## config.mk

```make
export PLATFORM = sky130hd
export DESIGN_NAME = fnv1a_integrity_chain_monitor
export DESIGN_NICKNAME = d
export VERILOG_FILES = /design/src/sv/fic_pkg.sv /design/src/sv/fnv1a_integrity_chain_monitor.sv /design/src/sv/fic_in_stage.sv /design/src/sv/fic_core.sv /design/src/sv/fic_out_stage.sv
export VERILOG_INCLUDE_DIRS = /design/src /design/src/sv
export SDC_FILE = /design/constraint.sdc
export NUM_CORES = 2
export LEC_CHECK = 0
export ABC_AREA = 1
export BUFFER_PORTS_ARGS = -buffer_cell sky130_fd_sc_hd__clkbuf_2
export CORE_MARGIN = 1.5
export CORE_UTILIZATION = 60
export DETAILED_ROUTE_END_ITERATION = 16
export GPL_ROUTABILITY_DRIVEN = 0
export GPL_TIMING_DRIVEN = 0
export MAX_ROUTING_LAYER = met4
export PLACE_DENSITY = 0.91
export SLEW_MARGIN = 20
export SYNTH_ARGS = -nofsm -noshare
export SYNTH_HDL_FRONTEND = slang
export SYNTH_SLANG_ARGS = --single-unit
```

## constraint.sdc

```tcl
create_clock -name clk -period 13.4 [get_ports clk]
set_input_delay 2.68 -clock clk [delete_from_list [all_inputs] [get_ports clk]]
set_output_delay 2.68 -clock clk [all_outputs]
set_load 0.05 [all_outputs]
```

## src/sv/assert_macros.svh

```systemverilog
// ----------------------------------------------------------------------------
// assert_macros.svh
// Assertion macros shared by the integrity chain monitor RTL.
// ----------------------------------------------------------------------------
`ifndef ASSERT_MACROS_SVH
`define ASSERT_MACROS_SVH

// Plain property, sampled on the rising clock, off while reset is low.
`define FIC_ASSERT(lbl, clk, rst_n, prop) \
  lbl: assert property (@(posedge clk) disable iff (!rst_n) (prop)) \
    else $error("fic assertion failed");

// Antecedent in one cycle, consequent in the next.
`define FIC_ASSERT_NEXT(lbl, clk, rst_n, ante, cons) \
  lbl: assert property (@(posedge clk) disable iff (!rst_n) (ante) |=> (cons)) \
    else $error("fic assertion failed");

`endif

```

## src/sv/fic_pkg.sv

```systemverilog
// ----------------------------------------------------------------------------
// fic_pkg
// Types, codes and constants of the integrity chain monitor.
// ----------------------------------------------------------------------------
`default_nettype none

package fic_pkg;

  typedef enum logic [1:0] {
    FUNC_START  = 2'd0,
    FUNC_UPDATE = 2'd1,
    FUNC_TAMPER = 2'd2,
    FUNC_CHECK  = 2'd3
  } func_e_t;

  typedef enum logic [1:0] {
    MODE_INVALID = 2'd0,
    MODE_ACTIVE  = 2'd1,
    MODE_CORRUPT = 2'd2
  } mode_e_t;

  typedef enum logic [2:0] {
    CHK_OK       = 3'd0,
    CHK_CORRUPT  = 3'd1,
    CHK_INVALID  = 3'd2,
    CHK_VERSION  = 3'd3,
    CHK_OVERFLOW = 3'd4,
    CHK_BROKEN   = 3'd5,
    CHK_TAG      = 3'd6
  } chk_e_t;

  localparam logic [31:0] SEED_BASE    = 32'h2024_0703;
  localparam logic [63:0] FNV_BASIS    = 64'hCBF2_9CE4_8422_2325;
  localparam logic [63:0] POISON_WORD  = 64'hDEAD_BEEF_CAFE_BABE;
  // byte i = (i * 0x5A) mod 256
  localparam logic [63:0] TAG_SCRAMBLE = 64'h761C_C268_0EB4_5A00;
  // byte i = 0xFF - i
  localparam logic [63:0] TAG_POISON   = 64'hF8F9_FAFB_FCFD_FEFF;

  typedef struct packed {
    func_e_t     func;
    logic [7:0]  event_code;
    logic [55:0] event_payload;
    logic [7:0]  violation_code;
  } item_t;

  typedef struct packed {
    logic        status;
    chk_e_t      check_code;
    logic [63:0] chain_value;
    logic [63:0] step_total;
    logic [63:0] tag_value;
  } result_t;

  // x * 0x100000001B3 mod 2^64 as shift-add: 2^40 + 256 + 128 + 32 + 16 + 2 + 1
  function automatic logic [63:0] fnv_mul(input logic [63:0] x);
    logic [63:0] a;
    logic [63:0] b;
    logic [63:0] c;
    a = (x << 40) + (x << 8);
    b = (x << 7) + (x << 5);
    c = (x << 4) + (x << 1) + x;
    return a + b + c;
  endfunction

  function automatic chk_e_t run_check(input mode_e_t     mode,
                                       input logic [15:0] seed_hi,
                                       input logic [63:0] cnt,
                                       input logic [63:0] chain,
                                       input logic [63:0] tag);
    chk_e_t res;
    if (mode != MODE_ACTIVE) begin
      res = (mode == MODE_CORRUPT) ? CHK_CORRUPT : CHK_INVALID;
    end else if (seed_hi != SEED_BASE[31:16]) begin
      res = CHK_VERSION;
    end else if (&cnt) begin
      res = CHK_OVERFLOW;
    end else if ((|cnt) && !(|chain)) begin
      res = CHK_BROKEN;
    end else if (!(|tag)) begin
      res = CHK_TAG;
    end else begin
      res = CHK_OK;
    end
    return res;
  endfunction

endpackage

`default_nettype wire

```

## src/sv/fnv1a_integrity_chain_monitor.sv

```systemverilog
// ----------------------------------------------------------------------------
// fnv1a_integrity_chain_monitor
// FNV-1a style 64-bit integrity chain over an event stream, with start,
// update, tamper and check-only transactions and a periodic tag refresh.
// ----------------------------------------------------------------------------
// Pipeline: an accepted transaction is held in the input register, then the
//   state update and the result register take it together once the result
//   register is free; out_tvalid is high while the result register holds it.
// Throughput: 1 transaction per cycle unless out_tready stalls; the state
//   update loop (xor plus shift-add multiply by FNV prime) is combinational.
// Reset: synchronous, active low; clears the state to uninitialized with
//   zero chain, count and tag, machine_id to zero, and both stages to empty.
// ----------------------------------------------------------------------------
`default_nettype none

module fnv1a_integrity_chain_monitor
  import fic_pkg::*;
#(
  parameter int unsigned TAG_REFRESH_PERIOD = 256
)
(
  input  wire logic         clk,
  input  wire logic         rst_n,
  // configuration: machine_id
  input  wire logic         cfg_we,
  input  wire logic [63:0]  cfg_wdata,
  // input channel
  input  wire logic         in_tvalid,
  output logic              in_tready,
  // in_tdata: event_code[7:0], event_payload[63:8], violation_code[71:64]
  input  wire logic [71:0]  in_tdata,
  // in_tuser: func[1:0]
  input  wire logic [1:0]   in_tuser,
  // result channel
  output logic              out_tvalid,
  input  wire logic         out_tready,
  // out_tdata: check_code[2:0], chain_value[66:3], step_total[130:67],
  //            tag_value[194:131], zero pad[199:195]
  output logic [199:0]      out_tdata,
  // out_tuser: status[0]
  output logic [0:0]        out_tuser
);

  item_t   in_item;
  item_t   item;
  logic    item_valid;
  logic    adv;
  result_t result;
  result_t out_result;

  // unpack input transaction
  assign in_item.func           = func_e_t'(in_tuser);
  assign in_item.event_code     = in_tdata[7:0];
  assign in_item.event_payload  = in_tdata[63:8];
  assign in_item.violation_code = in_tdata[71:64];

  fic_in_stage u_in (
    .clk        (clk),
    .rst_n      (rst_n),
    .in_tvalid  (in_tvalid),
    .in_tready  (in_tready),
    .in_item    (in_item),
    .adv        (adv),
    .item_valid (item_valid),
    .item       (item)
  );

  // state advances exactly when a held item moves into the result register
  fic_core #(
    .TAG_REFRESH_PERIOD (TAG_REFRESH_PERIOD)
  ) u_core (
    .clk       (clk),
    .rst_n     (rst_n),
    .cfg_we    (cfg_we),
    .cfg_wdata (cfg_wdata),
    .fire      (item_valid && adv),
    .item      (item),
    .result    (result)
  );

  fic_out_stage u_out (
    .clk         (clk),
    .rst_n       (rst_n),
    .out_tready  (out_tready),
    .load_valid  (item_valid),
    .load_result (result),
    .adv         (adv),
    .out_tvalid  (out_tvalid),
    .out_result  (out_result)
  );

  // pack result transaction
  assign out_tdata = {5'b0,
                      out_result.tag_value,
                      out_result.step_total,
                      out_result.chain_value,
                      out_result.check_code};
  assign out_tuser = out_result.status;

endmodule

`default_nettype wire

```

## src/sv/fic_in_stage.sv

```systemverilog
// ----------------------------------------------------------------------------
// fic_in_stage
// Input register: captures one transaction, holds it while the core stalls.
// ----------------------------------------------------------------------------
`default_nettype none

module fic_in_stage
  import fic_pkg::*;
(
  input  wire logic  clk,
  input  wire logic  rst_n,
  input  wire logic  in_tvalid,
  output logic       in_tready,
  input  wire item_t in_item,
  input  wire logic  adv,
  output logic       item_valid,
  output item_t      item
);

  logic  valid_r;
  logic  valid_nxt;
  item_t item_r;

  assign in_tready = !valid_r || adv;
  assign valid_nxt = in_tready ? in_tvalid : valid_r;

  always_ff @(posedge clk) begin
    if (!rst_n) begin
      valid_r <= 1'b0;
    end else begin
      valid_r <= valid_nxt;
    end
  end

  always_ff @(posedge clk) begin
    if (in_tvalid && in_tready) begin
      item_r <= in_item;
    end
  end

  assign item_valid = valid_r;
  assign item       = item_r;

endmodule

`default_nettype wire

```

## src/sv/fic_core.sv

```systemverilog
// ----------------------------------------------------------------------------
// fic_core
// Monitor state and its combinational update for one transaction.
// ----------------------------------------------------------------------------
`default_nettype none
`include "assert_macros.svh"

module fic_core
  import fic_pkg::*;
#(
  parameter int unsigned TAG_REFRESH_PERIOD = 256
)
(
  input  wire logic        clk,
  input  wire logic        rst_n,
  input  wire logic        cfg_we,
  input  wire logic [63:0] cfg_wdata,
  input  wire logic        fire,
  input  wire item_t       item,
  output result_t          result
);

  localparam int unsigned PW = $clog2(TAG_REFRESH_PERIOD);
  localparam logic [PW-1:0] PHASE_LAST = PW'(TAG_REFRESH_PERIOD - 1);
  localparam logic [63:0] POISON_MOD = POISON_WORD % 64'(TAG_REFRESH_PERIOD);
  localparam logic [PW-1:0] POISON_PHASE = PW'(POISON_MOD);

  logic [63:0]   machine_id_r;
  mode_e_t       mode_r,    mode_nxt;
  logic [15:0]   seed_hi_r, seed_hi_nxt;
  logic [63:0]   count_r,   count_nxt;
  logic [63:0]   chain_r,   chain_nxt;
  logic [63:0]   tag_r,     tag_nxt;
  logic [PW-1:0] phase_r,   phase_nxt;   // count mod refresh period
  chk_e_t        check_r,   check_nxt;   // check of the current state
  logic          status;
  logic          refuse;
  logic [31:0]   seed_full;
  logic [63:0]   mixed;

  assign seed_full = SEED_BASE ^ machine_id_r[63:32];
  assign mixed     = fnv_mul(chain_r ^ {item.event_code, item.event_payload});

  always_comb begin
    mode_nxt    = mode_r;
    seed_hi_nxt = seed_hi_r;
    count_nxt   = count_r;
    chain_nxt   = chain_r;
    tag_nxt     = tag_r;
    phase_nxt   = phase_r;
    status      = 1'b0;
    case (item.func)
      FUNC_START: begin
        mode_nxt    = MODE_ACTIVE;
        seed_hi_nxt = seed_full[31:16];
        count_nxt   = '0;
        chain_nxt   = FNV_BASIS;
        tag_nxt     = machine_id_r ^ {32'b0, seed_full};
        phase_nxt   = '0;
      end
      FUNC_UPDATE: begin
        if (check_r != CHK_OK) begin
          mode_nxt = MODE_CORRUPT;
          status   = 1'b1;
        end else begin
          count_nxt = count_r + 64'd1;
          chain_nxt = mixed;
          if (phase_r == PHASE_LAST) begin
            phase_nxt = '0;
            tag_nxt   = mixed ^ count_nxt ^ TAG_SCRAMBLE;
          end else begin
            phase_nxt = phase_r + PW'(1);
          end
        end
      end
      FUNC_TAMPER: begin
        mode_nxt  = MODE_CORRUPT;
        chain_nxt = (chain_r ^ POISON_WORD) + {56'b0, item.violation_code};
        tag_nxt   = tag_r ^ TAG_POISON;
        count_nxt = POISON_WORD;
        phase_nxt = POISON_PHASE;
      end
      FUNC_CHECK: begin
      end
      default: begin
      end
    endcase
    check_nxt = run_check(mode_nxt, seed_hi_nxt, count_nxt, chain_nxt, tag_nxt);
  end

  assign refuse = fire && (item.func == FUNC_UPDATE) && (check_r != CHK_OK);

  always_ff @(posedge clk) begin
    if (!rst_n) begin
      machine_id_r <= '0;
    end else if (cfg_we) begin
      machine_id_r <= cfg_wdata;
    end
  end

  always_ff @(posedge clk) begin
    if (!rst_n) begin
      mode_r    <= MODE_INVALID;
      seed_hi_r <= '0;
      count_r   <= '0;
      chain_r   <= '0;
      tag_r     <= '0;
      phase_r   <= '0;
      check_r   <= CHK_INVALID;
    end else if (fire) begin
      mode_r    <= mode_nxt;
      seed_hi_r <= seed_hi_nxt;
      count_r   <= count_nxt;
      chain_r   <= chain_nxt;
      tag_r     <= tag_nxt;
      phase_r   <= phase_nxt;
      check_r   <= check_nxt;
    end
  end

  assign result.status      = status;
  assign result.check_code  = check_nxt;
  assign result.chain_value = chain_nxt;
  assign result.step_total  = count_nxt;
  assign result.tag_value   = tag_nxt;

  `FIC_ASSERT(a_ok_is_active, clk, rst_n, (check_r == CHK_OK) |-> (mode_r == MODE_ACTIVE))
  `FIC_ASSERT_NEXT(a_refuse_holds, clk, rst_n, refuse, (mode_r == MODE_CORRUPT) && $stable(chain_r) && $stable(count_r))
  `FIC_ASSERT(a_phase_range, clk, rst_n, phase_r <= PHASE_LAST)

endmodule

`default_nettype wire

```

## src/sv/fic_out_stage.sv

```systemverilog
// ----------------------------------------------------------------------------
// fic_out_stage
// Result register: holds a result until the downstream side takes it.
// ----------------------------------------------------------------------------
`default_nettype none

module fic_out_stage
  import fic_pkg::*;
(
  input  wire logic    clk,
  input  wire logic    rst_n,
  input  wire logic    out_tready,
  input  wire logic    load_valid,
  input  wire result_t load_result,
  output logic         adv,
  output logic         out_tvalid,
  output result_t      out_result
);

  logic    valid_r;
  logic    valid_nxt;
  result_t result_r;

  // register is free when empty or being drained this cycle
  assign adv       = !valid_r || out_tready;
  assign valid_nxt = adv ? load_valid : valid_r;

  always_ff @(posedge clk) begin
    if (!rst_n) begin
      valid_r <= 1'b0;
    end else begin
      valid_r <= valid_nxt;
    end
  end

  always_ff @(posedge clk) begin
    if (adv && load_valid) begin
      result_r <= load_result;
    end
  end

  assign out_tvalid = valid_r;
  assign out_result = result_r;

endmodule

`default_nettype wire

```

==> metrics, run 1 <==
vias in the first global route=50,000; post-synthesis simple-gate area fraction=27.9%; Port Buffers=339; htree depth=2; run status=aborted with a tool error; DP HPWL=148,000 um; Die H=275 um; post-CTS sizing=0; failing step=global routing; I/O pin cnt=346; GRT Util Overall=56.4%; syn_area_per_cell=6.79 um2; Max clock buf depth=3; clock tree sinks=557; Yosys Warn Count=0; stop err=[ERROR GRT-0116] Global routing finished with congestion. Check the congestion regions in the DRC Viewer.; Overflow after GRT=11; Post-synth EDFFs=270; largest net degree at the start of global routing=59; post-synthesis mux area share=0%; Clock Root Buffer=clkbuf_16; hold-fix buffers at CTS=0; pre-CTS WS=5.70 ns; Syn Inst Count=6,541; die width=275 um; ys async rst share=0%; largest family of logic cells by synthesized area=simple AND/OR/NAND/NOR gates; adder-cell share of the synthesized area=12.5%; XOR/XNOR share of the synthesized area=3.48%; first-pass GRT wire length=307,000 um; Synth Cell Area=44,400 um2; FF+latch count, synth=557; Starting Density=60.8%; Seq/Total Area, Yosys=31.2%; Compound-Gate Fraction of Synth Area=13.1%; Yosys cell types=55; Top FF cell, synth=dfxtp_1; Post-CTS Setup Repair Bufs=0; TritonCTS Buffers=59; Rows=99
per-layer routing:
metal  GRT usage, %  overflow
met1           57.0         0
met2           70.5         5
met3           41.8         2
met4           48.4         4
met5              -         -
synthesized netlist by cell type (32+ instances only):
library cell | instances | area, um2
nand4_1 | 111 | 694
a21oi_1 | 441 | 2210
xnor2_1 | 53 | 464
edfxtp_1 | 270 | 8110
xor2_1 | 120 | 1050
inv_1 | 1144 | 4290
nor2_1 | 657 | 2470
dfxtp_1 | 287 | 5750
nand3b_1 | 33 | 248
o21ai_1 | 86 | 430
o21bai_1 | 32 | 240
clkbuf_1 | 166 | 623
ha_1 | 161 | 2010
o21ai_0 | 435 | 2180
nor3_1 | 36 | 180
nand2_1 | 1663 | 6240
nand3_1 | 411 | 2060
inv_2 | 35 | 131
fa_1 | 177 | 3540
stage by stage:
stage	util (%)	cells	area (um2)	hold WS, ns
after floorplan	-	6545	44500	0.446
after global placement	64.8	7843	47400	0.453
after detailed placement	65.0	7848	47500	0.460
after CTS	67.8	7959	49500	0.469
cell families after synthesis:
family,after synthesis
and+or+nand+nor,2985
buffers and inverters,1391
AOI/OAI and AO/OA,1094
DFF,557
adders and majority gates,338
xor gates and xnor gates,175
other,1
==> run 2: changes to the inputs <==
--- a/config.mk
+++ b/config.mk
@@ -9,12 +9,11 @@
 export ABC_AREA = 1
 export BUFFER_PORTS_ARGS = -buffer_cell sky130_fd_sc_hd__clkbuf_2
 export CORE_MARGIN = 1.5
-export CORE_UTILIZATION = 60
+export CORE_UTILIZATION = 40
 export DETAILED_ROUTE_END_ITERATION = 16
 export GPL_ROUTABILITY_DRIVEN = 0
 export GPL_TIMING_DRIVEN = 0
-export MAX_ROUTING_LAYER = met4
-export PLACE_DENSITY = 0.91
+export PLACE_DENSITY_LB_ADDON = 0.15
 export SLEW_MARGIN = 20
 export SYNTH_ARGS = -nofsm -noshare
 export SYNTH_HDL_FRONTEND = slang
==> metrics, run 2 <==
Syn Inst Count=6,541 (unchanged); Tcrit/Tclk final=60.6%; First-pass DRT Iterations=8; Max clock buf depth=3 (unchanged); Yosys cell types=55 (unchanged); vias in the first global route=43,100; Max Freq=123 MHz; Seq/Total Area, Yosys=31.2% (unchanged); clock tree sinks=557 (unchanged); Crit Path Max Fanout=9; Critical-path top delay cell=ha_1; final setup fails=0; setup TNS=0 ns; antenna-violating nets left=0; crit start category=register; max reg flops=196; DP HPWL=170,000 um (+15%); initial antenna violation count=12; post-CTS sizing=0 (unchanged); largest cells by area after synthesis=edfxtp_1 18%, nand2_1 14%, dfxtp_1 13%; routing usage on met1=46.3%; r2r endpoint=u_core.check_r[0]; final clock skew=0.0614 ns; HP Start=u_core.seed_hi_r[5]; Post-synth top cells=1,663 x nand2_1, 1,144 x inv_1, 657 x nor2_1, 441 x a21oi_1, 435 x o21ai_0; RSZ-0062 raised after global routing=no; worst hold stages=2; I/O pin cnt=346 (unchanged); Worst path max stage delay=0.60 ns; run status=complete, no violations; worst path required time=14.01 ns; Yosys top cell by area=edfxtp_1; htree depth=3 (+1); share of post-route cells with drive strength above 1=8.24%; Remaining DRCs=0; Iter 0 DRT Violations=7,266; hold-fix buffers at CTS=0 (unchanged); final core utilization=45.8%; Hold Vio Cnt, Final=0; Reg2Reg Setup Slack=5.28 ns; Clock Latency Late Sink=0.71 ns; Die H=336 um (+22%); reg2reg start=u_core.chain_r[18]; area share of the leading cell type in the synthesized netlist=18.2% (unchanged); most common cell after layout, fill and taps aside=nand2_1; grt met3 use=9.91%; most frequent cell after synthesis=nand2_1; Synth Cell Area=44,400 um2 (unchanged); most frequent cells in the layout=1,663 x nand2_1, 1,143 x inv_1, 656 x nor2_1, 441 x a21oi_1, 434 x o21ai_0; layout net count=7,441; GRT Util Overall=36.4%; Fillers=11,500; die width=336 um (+22%); post-route cell area=50,500 um2; post-route minimum period=8.12 ns; die area=113,000 um2; CTS clk-pin slew, worst paths=0.07 ns; FF+latch count, synth=557 (unchanged); hold endpoint=u_core.seed_hi_r[5]; Post-CTS Setup Repair Bufs=0 (unchanged); Avg WL per Cell=24.7 um; Post-DP Area=48,200 um2 (+1.6%); Top FF cell, synth=dfxtp_1; arrival time of the worst setup path=8.73 ns; Slew HR=13.6%; Clock Root Buffer=clkbuf_16; core area=110,000 um2; Port Buffers=339 (unchanged); CP endpoint kind=register; Tightest Hold Check Type=register to register; DRT Wirelength=210,000 um; TritonCTS Buffers=68 (+15%); Post-synth EDFFs=270 (unchanged); Starting Density=40.3% (-21 points); TritonCTS clock tree=done; Max Cap Viol=0; Synth-to-Final Area Change=13.7%; vias=47,300; largest net degree at the start of global routing=65; first-pass GRT wire length=296,000 um; GRT busiest layer=met2; cells on worst reg2reg path=36; Yosys Warn Count=0 (unchanged); actual transition at the worst max-transition pin=1.30 ns; GR Util met2=52.8%; ys async rst share=0% (unchanged); syn_area_per_cell=6.79 um2 (unchanged); Rows=122 (+23%); fin. max-slew vios=0; vias per inst=5.56; Crit Path Class=register to register; Overflow after GRT=0; CP most frequent cell=nand2_1
run 2: cell counts after synthesis:
Identical to the previous run, type by type.
run 2: logic make-up (layout without fill, tap and decap cells):
group / after synthesis / in the layout / synth area share [%]
other: 1 / 10 / 0.00844
adders and majority gates: 338 / 338 / 12.5
buffers and inverters: 1391 / 1862 / 11.8
and+or+nand+nor: 2985 / 2985 / 27.9
AOI/OAI and AO/OA: 1094 / 1094 / 13.1
xor gates and xnor gates: 175 / 175 / 3.48
DFF: 557 / 557 / 31.2
run 2: final cells by class:
class	count	area (um2)	share of cell area (%)
inverters	1190	4470	8.85
clock buffers	84	1770	3.51
flip-flops and latches	557	13900	27.4
diodes	5	12.5	0.0248
well taps	1488	1860	3.68
clock inverters	42	507	1.00
repair buffers	345	1850	3.66
plain buffers	201	805	1.59
multi-input cells	4597	25400	50.3
run 2: worst max path at each step:
| stage | endpoint | cells after the start | startpoint |
|---|---|---|---|
| floorplan | u_out.out_result[0] | 7 | out_tready |
| global placement | u_out.out_result[168] | 8 | out_tready |
| detailed placement | u_out.out_result[193] | 33 | u_in.item[8] |
| CTS | u_out.out_result[193] | 33 | u_in.item[8] |
| global route | u_core.check_r[0] | 34 | u_core.chain_r[22] |
| finish | u_core.check_r[0] | 36 | u_core.chain_r[18] |
run 2: through the flow:
stage / instances / worst slack (ns) / hold WS [ns]
2_1_floorplan: 6545 / 3.85 / 0.446
3_3_place_gp: 8372 / 0.0120 / 0.452
3_5_place_dp: 8378 / 5.62 / 0.460
5_1_grt: 8507 / 5.09 / 0.487
6_report: 8509 / 5.28 / 0.472
4_1_cts: 8504 / 5.55 / 0.469
run 2: per-layer routing:
metal	routed length, um	vias up
li1	-	21700
met1	79200	21800
met2	85700	3142
met3	26500	744
met4	18700	12
met5	114	-
run 2: worst max-delay path: cells and delay by family (launching register included):
family,cells,cell delay [ns]
compound gates,1,0.35
xor+xnor,1,0.18
fa+ha+maj,5,2.18
buf+inv,5,0.51
flops,1,0.53
simple gates,24,4.24
Power of run 2 is not shown: default switching activity piles up to over one toggle a cycle in this logic, so the estimate is an artifact.
